**config.mk**
```make
export PLATFORM = sky130hd
export DESIGN_NAME = ir_pulse_distance_decoder_flat
export DESIGN_NICKNAME = d
export VERILOG_FILES = /design/src/rtl/core/irpd_pkg.sv /design/src/rtl/core/irpd_in_if.sv /design/src/rtl/core/irpd_out_if.sv /design/src/rtl/core/ir_pulse_distance_decoder.sv /design/src/flat_wrapper.sv
export SDC_FILE = /design/constraint.sdc
export NUM_CORES = 1
export LEC_CHECK = 0
export BUFFER_PORTS_ARGS = -buffer_cell sky130_fd_sc_hd__buf_2
export CAP_MARGIN = 0
export CORE_UTILIZATION = 25
export DETAILED_ROUTE_END_ITERATION = 8
export SYNTH_ARGS = -nofsm -noshare
export SYNTH_HDL_FRONTEND = slang
export SYNTH_SLANG_ARGS = --single-unit
```
**constraint.sdc**
```tcl
create_clock -name clk_i -period 6.1 [get_ports clk_i]
set_input_delay 1.22 -clock clk_i [delete_from_list [all_inputs] [get_ports clk_i]]
set_output_delay 1.22 -clock clk_i [all_outputs]
set_load 0.02 [all_outputs]
```
**src/rtl/core/irpd_pkg.sv**
```systemverilog
// irpd_pkg: shared widths, register indexes, reset values and decode phase codes
// for the pulse-distance infrared decoder; no dependencies
`default_nettype none

package irpd_pkg;

  localparam int unsigned TsW    = 64;
  localparam int unsigned LimW   = 32;
  localparam int unsigned CodeW  = 32;
  localparam int unsigned CntW   = 6;
  localparam int unsigned PhW    = 3;
  localparam int unsigned CfgIdxW = 3;

  // register indexes on the write port
  localparam logic [CfgIdxW-1:0] CfgStartMarkMin  = 3'd0;
  localparam logic [CfgIdxW-1:0] CfgStartMarkMax  = 3'd1;
  localparam logic [CfgIdxW-1:0] CfgStartSpaceMin = 3'd2;
  localparam logic [CfgIdxW-1:0] CfgStartSpaceMax = 3'd3;
  localparam logic [CfgIdxW-1:0] CfgEndMarkMax    = 3'd4;
  localparam logic [CfgIdxW-1:0] CfgShortLimit    = 3'd5;
  localparam logic [CfgIdxW-1:0] CfgLongLimit     = 3'd6;
  localparam logic [CfgIdxW-1:0] CfgMaxBits       = 3'd7;

  // register reset values
  localparam logic [LimW-1:0] RstStartMarkMin  = 32'd4000000;
  localparam logic [LimW-1:0] RstStartMarkMax  = 32'd10000000;
  localparam logic [LimW-1:0] RstStartSpaceMin = 32'd4000000;
  localparam logic [LimW-1:0] RstStartSpaceMax = 32'd4900000;
  localparam logic [LimW-1:0] RstEndMarkMax    = 32'd400000;
  localparam logic [LimW-1:0] RstShortLimit    = 32'd827000;
  localparam logic [LimW-1:0] RstLongLimit     = 32'd1800000;
  localparam logic [CntW-1:0] RstMaxBits       = 6'd31;

  localparam logic [CntW-1:0] BitCountMax = 6'd63;

  // decode phases
  localparam logic [PhW-1:0] PhWaitMark  = 3'd0;
  localparam logic [PhW-1:0] PhWaitSpace = 3'd1;
  localparam logic [PhW-1:0] PhBitSpace  = 3'd2;
  localparam logic [PhW-1:0] PhBitMark   = 3'd3;
  localparam logic [PhW-1:0] PhIdle      = 3'd4;

  // opcodes
  localparam logic OpSample = 1'b0;
  localparam logic OpRead   = 1'b1;

endpackage

`default_nettype wire

```
**src/rtl/core/irpd_in_if.sv**
```systemverilog
// irpd_in_if: input channel of the infrared decoder, one pin sample or read word
// depends on irpd_pkg
`default_nettype none

interface irpd_in_if;
  import irpd_pkg::*;

  logic           valid;
  logic           ready;
  logic           opcode;
  logic           pin_level;
  logic [TsW-1:0] timestamp_ns;

  modport source (output valid, output opcode, output pin_level, output timestamp_ns,
                  input ready);
  modport sink   (input valid, input opcode, input pin_level, input timestamp_ns,
                  output ready);
endinterface

`default_nettype wire

```
**src/rtl/core/irpd_out_if.sv**
```systemverilog
// irpd_out_if: result channel of the infrared decoder, read data and frame flag
// depends on irpd_pkg
`default_nettype none

interface irpd_out_if;
  import irpd_pkg::*;

  logic             valid;
  logic             ready;
  logic [CodeW-1:0] read_data;
  logic             frame_done;

  modport source (output valid, output read_data, output frame_done, input ready);
  modport sink   (input valid, input read_data, input frame_done, output ready);
endinterface

`default_nettype wire

```
**src/rtl/core/ir_pulse_distance_decoder.sv**
```systemverilog
// ir_pulse_distance_decoder: one input register, decode logic, one result register
// throughput: one word per cycle unless the output stalls; the state update
// (64-bit edge interval subtract and threshold compares) closes in the cycle
// the word leaves the input register
// reset: registers take their default limits, decoder waits for a start mark,
// both channel stages empty
// depends on irpd_pkg, irpd_in_if, irpd_out_if
`default_nettype none

module ir_pulse_distance_decoder (
  input  wire                          clk_i,
  input  wire                          rst_ni,
  input  wire                          cfg_we_i,
  input  wire [irpd_pkg::CfgIdxW-1:0]  cfg_idx_i,
  input  wire [irpd_pkg::LimW-1:0]     cfg_wdata_i,
  irpd_in_if.sink                      in_if,
  irpd_out_if.source                   out_if
);
  import irpd_pkg::*;

  // configuration
  logic [LimW-1:0] start_mark_min_q, start_mark_max_q;
  logic [LimW-1:0] start_space_min_q, start_space_max_q;
  logic [LimW-1:0] end_mark_max_q, short_limit_q, long_limit_q;
  logic [CntW-1:0] max_bits_q;

  // input stage
  logic           in_valid_q;
  logic           in_op_q;
  logic           in_lvl_q;
  logic [TsW-1:0] in_ts_q;

  // decode state
  logic [PhW-1:0]   phase_q, phase_d;
  logic [TsW-1:0]   last_edge_q, last_edge_d;
  logic [CodeW-1:0] shift_q, shift_d;
  logic [CntW-1:0]  count_q, count_d;
  logic             prev_lvl_q, prev_lvl_d;
  logic [CodeW-1:0] code_q, code_d;

  // result stage
  logic             out_valid_q;
  logic [CodeW-1:0] out_data_q, out_data_d;
  logic             out_done_q, out_done_d;

  logic           adv;
  logic [TsW-1:0] dt;
  logic           dt_hi_zero;
  logic           rise, fall;
  logic           gt_smark_min, lt_smark_max, gt_sspace_min, lt_sspace_max;
  logic           lt_end, lt_short, lt_long;

  assign adv         = in_valid_q && (!out_valid_q || out_if.ready);
  assign in_if.ready = !in_valid_q || adv;

  assign dt         = in_ts_q - last_edge_q;
  assign dt_hi_zero = (dt[TsW-1:LimW] == '0);
  assign rise       = in_lvl_q && !prev_lvl_q;
  assign fall       = !in_lvl_q && prev_lvl_q;

  // 64-bit interval against 32-bit limits
  assign gt_smark_min  = !dt_hi_zero || (dt[LimW-1:0] > start_mark_min_q);
  assign lt_smark_max  = dt_hi_zero && (dt[LimW-1:0] < start_mark_max_q);
  assign gt_sspace_min = !dt_hi_zero || (dt[LimW-1:0] > start_space_min_q);
  assign lt_sspace_max = dt_hi_zero && (dt[LimW-1:0] < start_space_max_q);
  assign lt_end        = dt_hi_zero && (dt[LimW-1:0] < end_mark_max_q);
  assign lt_short      = dt_hi_zero && (dt[LimW-1:0] < short_limit_q);
  assign lt_long       = dt_hi_zero && (dt[LimW-1:0] < long_limit_q);

  always_comb begin
    phase_d     = phase_q;
    last_edge_d = last_edge_q;
    shift_d     = shift_q;
    count_d     = count_q;
    prev_lvl_d  = prev_lvl_q;
    code_d      = code_q;
    out_data_d  = '0;
    out_done_d  = 1'b0;

    if (in_op_q == OpRead) begin
      out_data_d = code_q;
      code_d     = '0;
    end else begin
      if (rise) begin
        case (phase_q)
          PhWaitMark: begin
            phase_d = (gt_smark_min && lt_smark_max) ? PhWaitSpace : PhIdle;
          end
          PhBitSpace: begin
            if (lt_end || (count_q >= max_bits_q)) begin
              code_d     = shift_q;
              phase_d    = PhIdle;
              out_done_d = 1'b1;
            end else if (lt_short) begin
              phase_d = PhBitMark;
            end
          end
          default: ;
        endcase
        last_edge_d = in_ts_q;
      end else if (fall) begin
        case (phase_q)
          PhIdle: begin
            phase_d = PhWaitMark;
          end
          PhWaitSpace: begin
            phase_d = (gt_sspace_min && lt_sspace_max) ? PhBitSpace : PhIdle;
            shift_d = '0;
            count_d = '0;
          end
          PhBitMark: begin
            if (lt_short || lt_long) begin
              // short space is a zero, medium space a one
              shift_d = {shift_q[CodeW-2:0], !lt_short};
              if (count_q != BitCountMax) count_d = count_q + 1'b1;
            end
            phase_d = PhBitSpace;
          end
          default: ;
        endcase
        last_edge_d = in_ts_q;
      end
      prev_lvl_d = in_lvl_q;
    end
  end

  always_ff @(posedge clk_i or negedge rst_ni) begin
    if (!rst_ni) begin
      start_mark_min_q  <= RstStartMarkMin;
      start_mark_max_q  <= RstStartMarkMax;
      start_space_min_q <= RstStartSpaceMin;
      start_space_max_q <= RstStartSpaceMax;
      end_mark_max_q    <= RstEndMarkMax;
      short_limit_q     <= RstShortLimit;
      long_limit_q      <= RstLongLimit;
      max_bits_q        <= RstMaxBits;
    end else if (cfg_we_i) begin
      case (cfg_idx_i)
        CfgStartMarkMin:  start_mark_min_q  <= cfg_wdata_i;
        CfgStartMarkMax:  start_mark_max_q  <= cfg_wdata_i;
        CfgStartSpaceMin: start_space_min_q <= cfg_wdata_i;
        CfgStartSpaceMax: start_space_max_q <= cfg_wdata_i;
        CfgEndMarkMax:    end_mark_max_q    <= cfg_wdata_i;
        CfgShortLimit:    short_limit_q     <= cfg_wdata_i;
        CfgLongLimit:     long_limit_q      <= cfg_wdata_i;
        CfgMaxBits:       max_bits_q        <= cfg_wdata_i[CntW-1:0];
        default: ;
      endcase
    end
  end

  always_ff @(posedge clk_i or negedge rst_ni) begin
    if (!rst_ni) begin
      in_valid_q  <= 1'b0;
      out_valid_q <= 1'b0;
      phase_q     <= PhWaitMark;
      last_edge_q <= '0;
      shift_q     <= '0;
      count_q     <= '0;
      prev_lvl_q  <= 1'b0;
      code_q      <= '0;
    end else begin
      if (in_if.ready) in_valid_q <= in_if.valid;
      if (adv) begin
        out_valid_q <= 1'b1;
        phase_q     <= phase_d;
        last_edge_q <= last_edge_d;
        shift_q     <= shift_d;
        count_q     <= count_d;
        prev_lvl_q  <= prev_lvl_d;
        code_q      <= code_d;
      end else if (out_if.ready) begin
        out_valid_q <= 1'b0;
      end
    end
  end

  // payload registers
  always_ff @(posedge clk_i) begin
    if (in_if.ready && in_if.valid) begin
      in_op_q  <= in_if.opcode;
      in_lvl_q <= in_if.pin_level;
      in_ts_q  <= in_if.timestamp_ns;
    end
    if (adv) begin
      out_data_q <= out_data_d;
      out_done_q <= out_done_d;
    end
  end

  assign out_if.valid      = out_valid_q;
  assign out_if.read_data  = out_data_q;
  assign out_if.frame_done = out_done_q;

endmodule

`default_nettype wire

```
**src/flat_wrapper.sv**
```systemverilog
// flat-port wrapper written by rule: the top's interface ports become plain ports
module ir_pulse_distance_decoder_flat import irpd_pkg::*;
  (clk_i, rst_ni, cfg_we_i, cfg_idx_i, cfg_wdata_i, in_if_valid, in_if_opcode, in_if_pin_level, in_if_timestamp_ns, in_if_ready, out_if_valid, out_if_read_data, out_if_frame_done, out_if_ready);
  irpd_in_if in_if_i ();
  irpd_out_if out_if_i ();
  input  wire clk_i;
  input  wire rst_ni;
  input  wire cfg_we_i;
  input  wire [irpd_pkg::CfgIdxW-1:0] cfg_idx_i;
  input  wire [irpd_pkg::LimW-1:0] cfg_wdata_i;
  input wire logic [$bits(in_if_i.valid)-1:0] in_if_valid;
  input wire logic [$bits(in_if_i.opcode)-1:0] in_if_opcode;
  input wire logic [$bits(in_if_i.pin_level)-1:0] in_if_pin_level;
  input wire logic [$bits(in_if_i.timestamp_ns)-1:0] in_if_timestamp_ns;
  output wire logic [$bits(in_if_i.ready)-1:0] in_if_ready;
  output wire logic [$bits(out_if_i.valid)-1:0] out_if_valid;
  output wire logic [$bits(out_if_i.read_data)-1:0] out_if_read_data;
  output wire logic [$bits(out_if_i.frame_done)-1:0] out_if_frame_done;
  input wire logic [$bits(out_if_i.ready)-1:0] out_if_ready;
  assign in_if_i.valid = in_if_valid;
  assign in_if_i.opcode = in_if_opcode;
  assign in_if_i.pin_level = in_if_pin_level;
  assign in_if_i.timestamp_ns = in_if_timestamp_ns;
  assign in_if_ready = in_if_i.ready;
  assign out_if_valid = out_if_i.valid;
  assign out_if_read_data = out_if_i.read_data;
  assign out_if_frame_done = out_if_i.frame_done;
  assign out_if_i.ready = out_if_ready;
  ir_pulse_distance_decoder u_core (.clk_i(clk_i), .rst_ni(rst_ni), .cfg_we_i(cfg_we_i), .cfg_idx_i(cfg_idx_i), .cfg_wdata_i(cfg_wdata_i), .in_if(in_if_i), .out_if(out_if_i));
endmodule
```
# After elaboration in Yosys (flattened, before gate mapping)
# Index checks and enable logic that the tools add are counted.
# Widths: inputs -> output; s select.
# totals
elab_cells,120
ff_bits,469
out_inout_bits,35
# op_classes
eq_ne,16
muxes,22
magnitude_cmp,8
reduce_logical,48
bitwise,3
addsub,2
# ops
operator,count
$lt 32x32->1,5
$mux 32,5
$mux 64,2
$gt 32x32->1,2
$pmux 32 s2,1
$sub 64x64->64,1
$logic_not 32->1,1
$mux 3,6
$reduce_and 2->1,9
$eq 3x3->1 const B,5
$eq 3x2->1 const B,4
$mux 6,2
$pmux 6 s2,1
$reduce_and 6->1,2
$reduce_bool 2->1,6
$logic_and 1x1->1,11
$pmux 3 s3,1
$reduce_and 7->1,1
$add 6x1->6 const B,1
$eq 3x1->1 const B,2
$ge 6x6->1,1
$logic_not 1->1,6
$logic_not 3->1,2
$logic_or 1x1->1,6
other kinds (11),16

# Depth between registers and ports, before layout
# logic_depth
depth_word,9
mapped_depth,26
depth_no_buf,24

# Worst setup path after synthesis
# OpenSTA, ideal clock, no wires.
# synth_path
path_type,register to register
startpoint,register u_core.last_edge_q[0]
endpoint,register u_core.count_q[5]
period_less_slack_ns,4.740
path_slack_ns,1.360
n_path_buf,0
path_stages_with_launch,22
setup_ns,0.064
arrival_ns,4.677
cell_sequence,dfrtp_1 -> ha_1 -> fa_1 -> nand2b_1 -> a21oi_2 -> o211ai_2 -> a31oi_1 -> nor2_1 -> xnor2_1 -> ha_1 -> a21o_1 -> a21o_1 -> a21o_1 -> a211oi_1 -> o21ai_0 -> a211oi_1 -> a21oi_1 -> nor2_1 -> nand3_2 -> or3_1 -> nor3_1 -> a21o_1
# synth_via
elab_chain_cells,6
elab_cells_between_ends,9
classes_between,add/sub (1); order compare (2); eq/ne (1); reduce/logical (5)
# synth_rtl
item,line,rtl
from (decl),ir_pulse_distance_decoder.sv:35,"logic [TsW-1:0] last_edge_q, last_edge_d;"
from (signal assigned),ir_pulse_distance_decoder.sv:167,last_edge_q <= last_edge_d;
$sub 64x64->64 *,ir_pulse_distance_decoder.sv:56,assign dt = in_ts_q - last_edge_q;
"$lt 32x32->1, or another cell as far along",ir_pulse_distance_decoder.sv:67,assign lt_short = dt_hi_zero && (dt[LimW-1:0] < short_limit_q);
$logic_and 1x1->1 (on tied branches),"ir_pulse_distance_decoder.sv:67, ir_pulse_distance_decoder.sv:68",
$logic_or 1x1->1 *,ir_pulse_distance_decoder.sv:112,if (lt_short || lt_long) begin
$ne 2x1->1 (no line) *,-,
$reduce_and 7->1 (no line) *,-,
to (signal assigned),ir_pulse_distance_decoder.sv:169,count_q <= count_d;
to (decl),ir_pulse_distance_decoder.sv:37,"logic [CntW-1:0] count_q, count_d;"
# Every way passes the cells marked *; elsewhere a longest branch is shown, timed or not.
# A chain may end at the register's enable or synchronous reset.

# Worst setup path in the final report
# layout_path
startpoint,register u_core.last_edge_q[0]
endpoint,register u_core.code_q[28]
# layout_via
elab_chain_cells,6
elab_cells_between_ends,7
classes_between,add/sub (1); order compare (1); reduce/logical (5)
# layout_rtl
item,line,rtl
$sub 64x64->64 *,ir_pulse_distance_decoder.sv:56,
$lt 32x32->1 or $logic_not 32->1 (tied branches),"ir_pulse_distance_decoder.sv:66, ir_pulse_distance_decoder.sv:57",
$logic_and 1x1->1 *,ir_pulse_distance_decoder.sv:66,assign lt_end = dt_hi_zero && (dt[LimW-1:0] < end_mark_max_q);
$logic_or 1x1->1 *,ir_pulse_distance_decoder.sv:90,if (lt_end || (count_q >= max_bits_q)) begin
$reduce_bool 2->1 (no line) *,-,
$reduce_and 4->1 (no line) *,-,
to (signal assigned),ir_pulse_distance_decoder.sv:171,code_q <= code_d;
to (decl),ir_pulse_distance_decoder.sv:39,"logic [CodeW-1:0] code_q, code_d;"
# Marked as above.

==> qor.yml <==
placement:
  pre_cts_slack_ns: -0.005470
  portBuffers: 140
  place_congestion: 0.8968
  dp_cells: 4417
  dp_hpwl_mm: 59.05
  place_area_um2: 30600
cells_and_area:
  nets: 3386
  area_delta_synth_final_pct: 16.20
  fin_area_um2: 32530
  finalNonFillerCells: 4525
  layout-drive-gt1-share: 0.1780
timing:
  whs_ns: 0.4906
  timing.final.ws_setup_ns: 0.3589
  hold_viol: 0
  clock_skew_ns: 0.02841
  final-max-slew-violation-count: 0
  period_share: 0.9412
  final.setup.tns_ns: 0
  slew_headroom: 0.2703
  fin_crit_ns: 5.741
  setup_viol: 0
  max_freq_ghz: 0.1742
  worst_pin_slew_ns: 1.095
  rsz0062_at_grt: "no"
clock_tree:
  cts_buffers: 54
  cts_hold_buffers: 0
  htree_levels: 2
  clk_latency_ns: 0.63
  cts_tree: "yes"
  cts-root-buf: "clkbuf_16"
  clk_pin_slew_ns: 0.06
  cts.sinks: 469
  clockBufferDepth: 3
hold_path:
  hold_class: "reg2reg"
outcome:
  status: "finished clean"
critical_path:
  worstSetupStartpointType: "register"
  critPathSlowestCell: "fa_1"
  critPathCaptureType: "register"
  cp_num_buf_inv: 3
  crit_required_ns: 6.65
  path_class: "reg2reg"
  crit_family: "compound AO/OA/AOI/OAI gates"
  cp_slowest_stage_delay_ns: 0.40
  path_max_fanout: 65
  arrival_ns: 6.29
drt:
  dr.pass1.iters: 5
  route.detailed.drc: 0
  drt_iter0_drc: 1425
  ant_nets: 0
  vias_per_cell: 4.685
  avgRoutedWirePerCell_um: 17.53
  dr_total_vias: 21201
  routed_wl_mm: 79.32
die:
  fp.dieH_um: 336.6
  rows: 122
  dieArea_um2: 113300
  initial_core_util: 0.2526
  ios: 141
  fp.coreArea_um2: 110800
  chipWidth_um: 336.6
grt:
  grt-ovfl-total: 0
  grt_pass1_vias: 20797
  grt_pass1_wl_mm: 122.6
  antenna_found_initial: 19
  grtUsageTotal: 0.1380
  grt_max_degree: 124
synth:
  synth_top_family_by_area: "compound AO/OA/AOI/OAI gates"
  synthMuxAreaShare: 0.04680
  synth_area_leaders: "dfrtp_1 27%, ha_1 13%, edfxtp_1 11%"
  synthSimpleGateAreaFrac: 0.1409
  ys_seq_elements: 469
  syn_nets: 3243
  synth_area_per_cell_um2: 9.839
  synth-adder-area-share: 0.1308
  synth_compound_area_frac: 0.1672
  synth_edf_count: 99
  netlist.area_leader.share: 0.2745
  synth_ff_type: "dfrtp_1"
  synth_cells: 2845
  synth_top_cell_by_area: "dfrtp_1"
  synth-xor-area-share: 0.01377
  yosysUniqueCellTypes: 86
  async_reset_ff_frac: 0.7889
  syn_area_um2: 27990
  ys_seq_area_frac: 0.4398
  ys_warn_count: 0
pwr:
  vdd_drop_max_uv: 235.5
  power_density_nw_per_um2: 487.5
  cellLeakagePower_uw: 0.01429
flow_run:
  maxCapViolations: 0
[cell usage after synthesis, types with 14 or more instances]
cell type,count
nor2_1,109
nor2b_1,55
o211ai_1,17
nor3_1,38
edfxtp_1,99
nor4b_2,20
a22o_1,32
and2_1,36
xnor2_1,26
mux2_2,111
o21ai_1,17
a221o_1,33
ha_1,291
a21o_1,72
nand3_1,28
a211oi_1,14
inv_1,311
nand2_1,301
a21oi_1,145
clkbuf_1,75
xor2_1,18
nor4b_1,14
dfstp_2,63
o21a_1,23
buf_2,32
nand4_1,77
dfrtp_1,307
o21ai_0,270
nand2b_1,16
[repair_timing]
item / CTS / global route
pin swaps: 1 / 2
setup buffers: 0 / 2
setup endpoints to repair: 32 / 37
gates cloned: 0 / 1
resized for setup: 1 / 6
[cell type report]
cell class	instances	area [um2]
tap	1488	1862
inverter	311	1167
sequential	469	12310
clock inverter	24	260.3
antenna	4	10.01
timing repair buffer	206	1281
clock buffer	77	1580
multi-input combinational	1946	14060
fill	11632	78290
[per-layer routing]
layer	vias up	track usage	wire length, um
met3	148	0.02467	3685
met4	20	0.04458	2297
li1	10412	-	-
met2	444	0.2224	36130
met1	10177	0.1860	37080
met5	-	0	127
[cell usage in the layout, fill, tap and decap left out, types with 13 or more instances in the layout]
cell / count
a21o_1: 71
mux2_2: 111
and2_1: 35
o21a_1: 23
o21ai_0: 269
dfstp_2: 63
clkinv_2: 13
nand2b_1: 16
a22o_1: 32
buf_4: 60
nand2_1: 300
a211oi_1: 14
nor3_1: 35
xnor2_1: 26
nor4b_1: 14
nand3_1: 28
o211ai_1: 17
a221o_1: 33
edfxtp_1: 99
nor4b_2: 20
clkbuf_16: 56
nand4_1: 77
dfrtp_1: 307
nor2b_1: 55
nor2_1: 109
inv_1: 311
o21ai_1: 16
a21oi_1: 143
xor2_1: 18
buf_2: 139
ha_1: 291
[stage by stage]
step,utilization,power [uW]
3_3_place_gp,0.2761,12360
5_1_grt,0.2935,17170
4_1_cts,0.2928,15970
3_5_place_dp,0.2761,12470
2_1_floorplan,-,9586
6_report,0.2935,15860
[logic make-up (layout without fill, tap and decap cells)]
kind of cell | count (synthesis) | count (layout)
DFF | 469 | 469
AOI/OAI and AO/OA | 735 | 735
buffers and inverters | 431 | 618
adders and majority gates | 292 | 292
muxes | 117 | 117
other | 0 | 4
xor gates and xnor gates | 44 | 44
and+or+nand+nor | 757 | 758
[worst reg2reg max path, cell delays in order (launching register included)]
cell and delay, ns:
dfrtp_1 0.38, ha_1 0.23, fa_1 0.40, nand2b_1 0.20, a21oi_2 0.27, o21ai_1 0.19
nand2b_1 0.17, a21oi_1 0.17, o21ai_2 0.32, xor2_1 0.19, buf_4 0.20, ha_1 0.18
a21o_1 0.18, a21o_1 0.17, a21oi_1 0.15, nor2b_1 0.06, o21ai_0 0.27, o211ai_1 0.15
o211a_1 0.17, nor3_1 0.25, buf_4 0.20, nand4_2 0.16, a21o_2 0.29, buf_12 0.20
nor4b_1 0.37, a221o_1 0.17
[registers in the layout, indices dropped and copies added (netlist names), 3 cells and up]
signal	cells
u_core.max_bits_q	6
u_core.long_limit_q	32
u_core.start_mark_max_q	32
u_core.start_space_min_q	32
u_core.short_limit_q	32
u_core.count_q	6
u_core.in_ts_q	64
u_core.phase_q	3
u_core.last_edge_q	64
u_core.end_mark_max_q	32
u_core.start_space_max_q	32
u_core.start_mark_min_q	32
u_core.out_if.read_data	32
u_core.shift_q	32
u_core.code_q	32
[path summary, 6_finish.rpt]
| check | startpoint | endpoint | slack (ns) | cells after the start |
|---|---|---|---|---|
| max in group asynchronous | rst_ni | u_core.end_mark_max_q[2] | 4.07 | 2 |
| worst max-delay path | u_core.last_edge_q[0] | u_core.code_q[28] | 0.36 | 25 |
| worst min register to register | u_core.in_ts_q[39] | u_core.last_edge_q[39] | 0.49 | 2 |
| worst max register to register | u_core.last_edge_q[0] | u_core.code_q[28] | 0.36 | 25 |
| worst min-delay path | u_core.in_ts_q[39] | u_core.last_edge_q[39] | 0.49 | 2 |
| min in group asynchronous | rst_ni | u_core.start_mark_min_q[29] | 0.69 | 1 |
[power breakdown]
group | switching (uW) | total (uW) | leakage [uW] | internal, uW
logic | 5120 | 8470 | 0.00790 | 3360
clock network | 1390 | 3360 | 0.000908 | 1980
registers | 193 | 4020 | 0.00548 | 3830
Note: power is estimated with default switching activity, not from simulation.
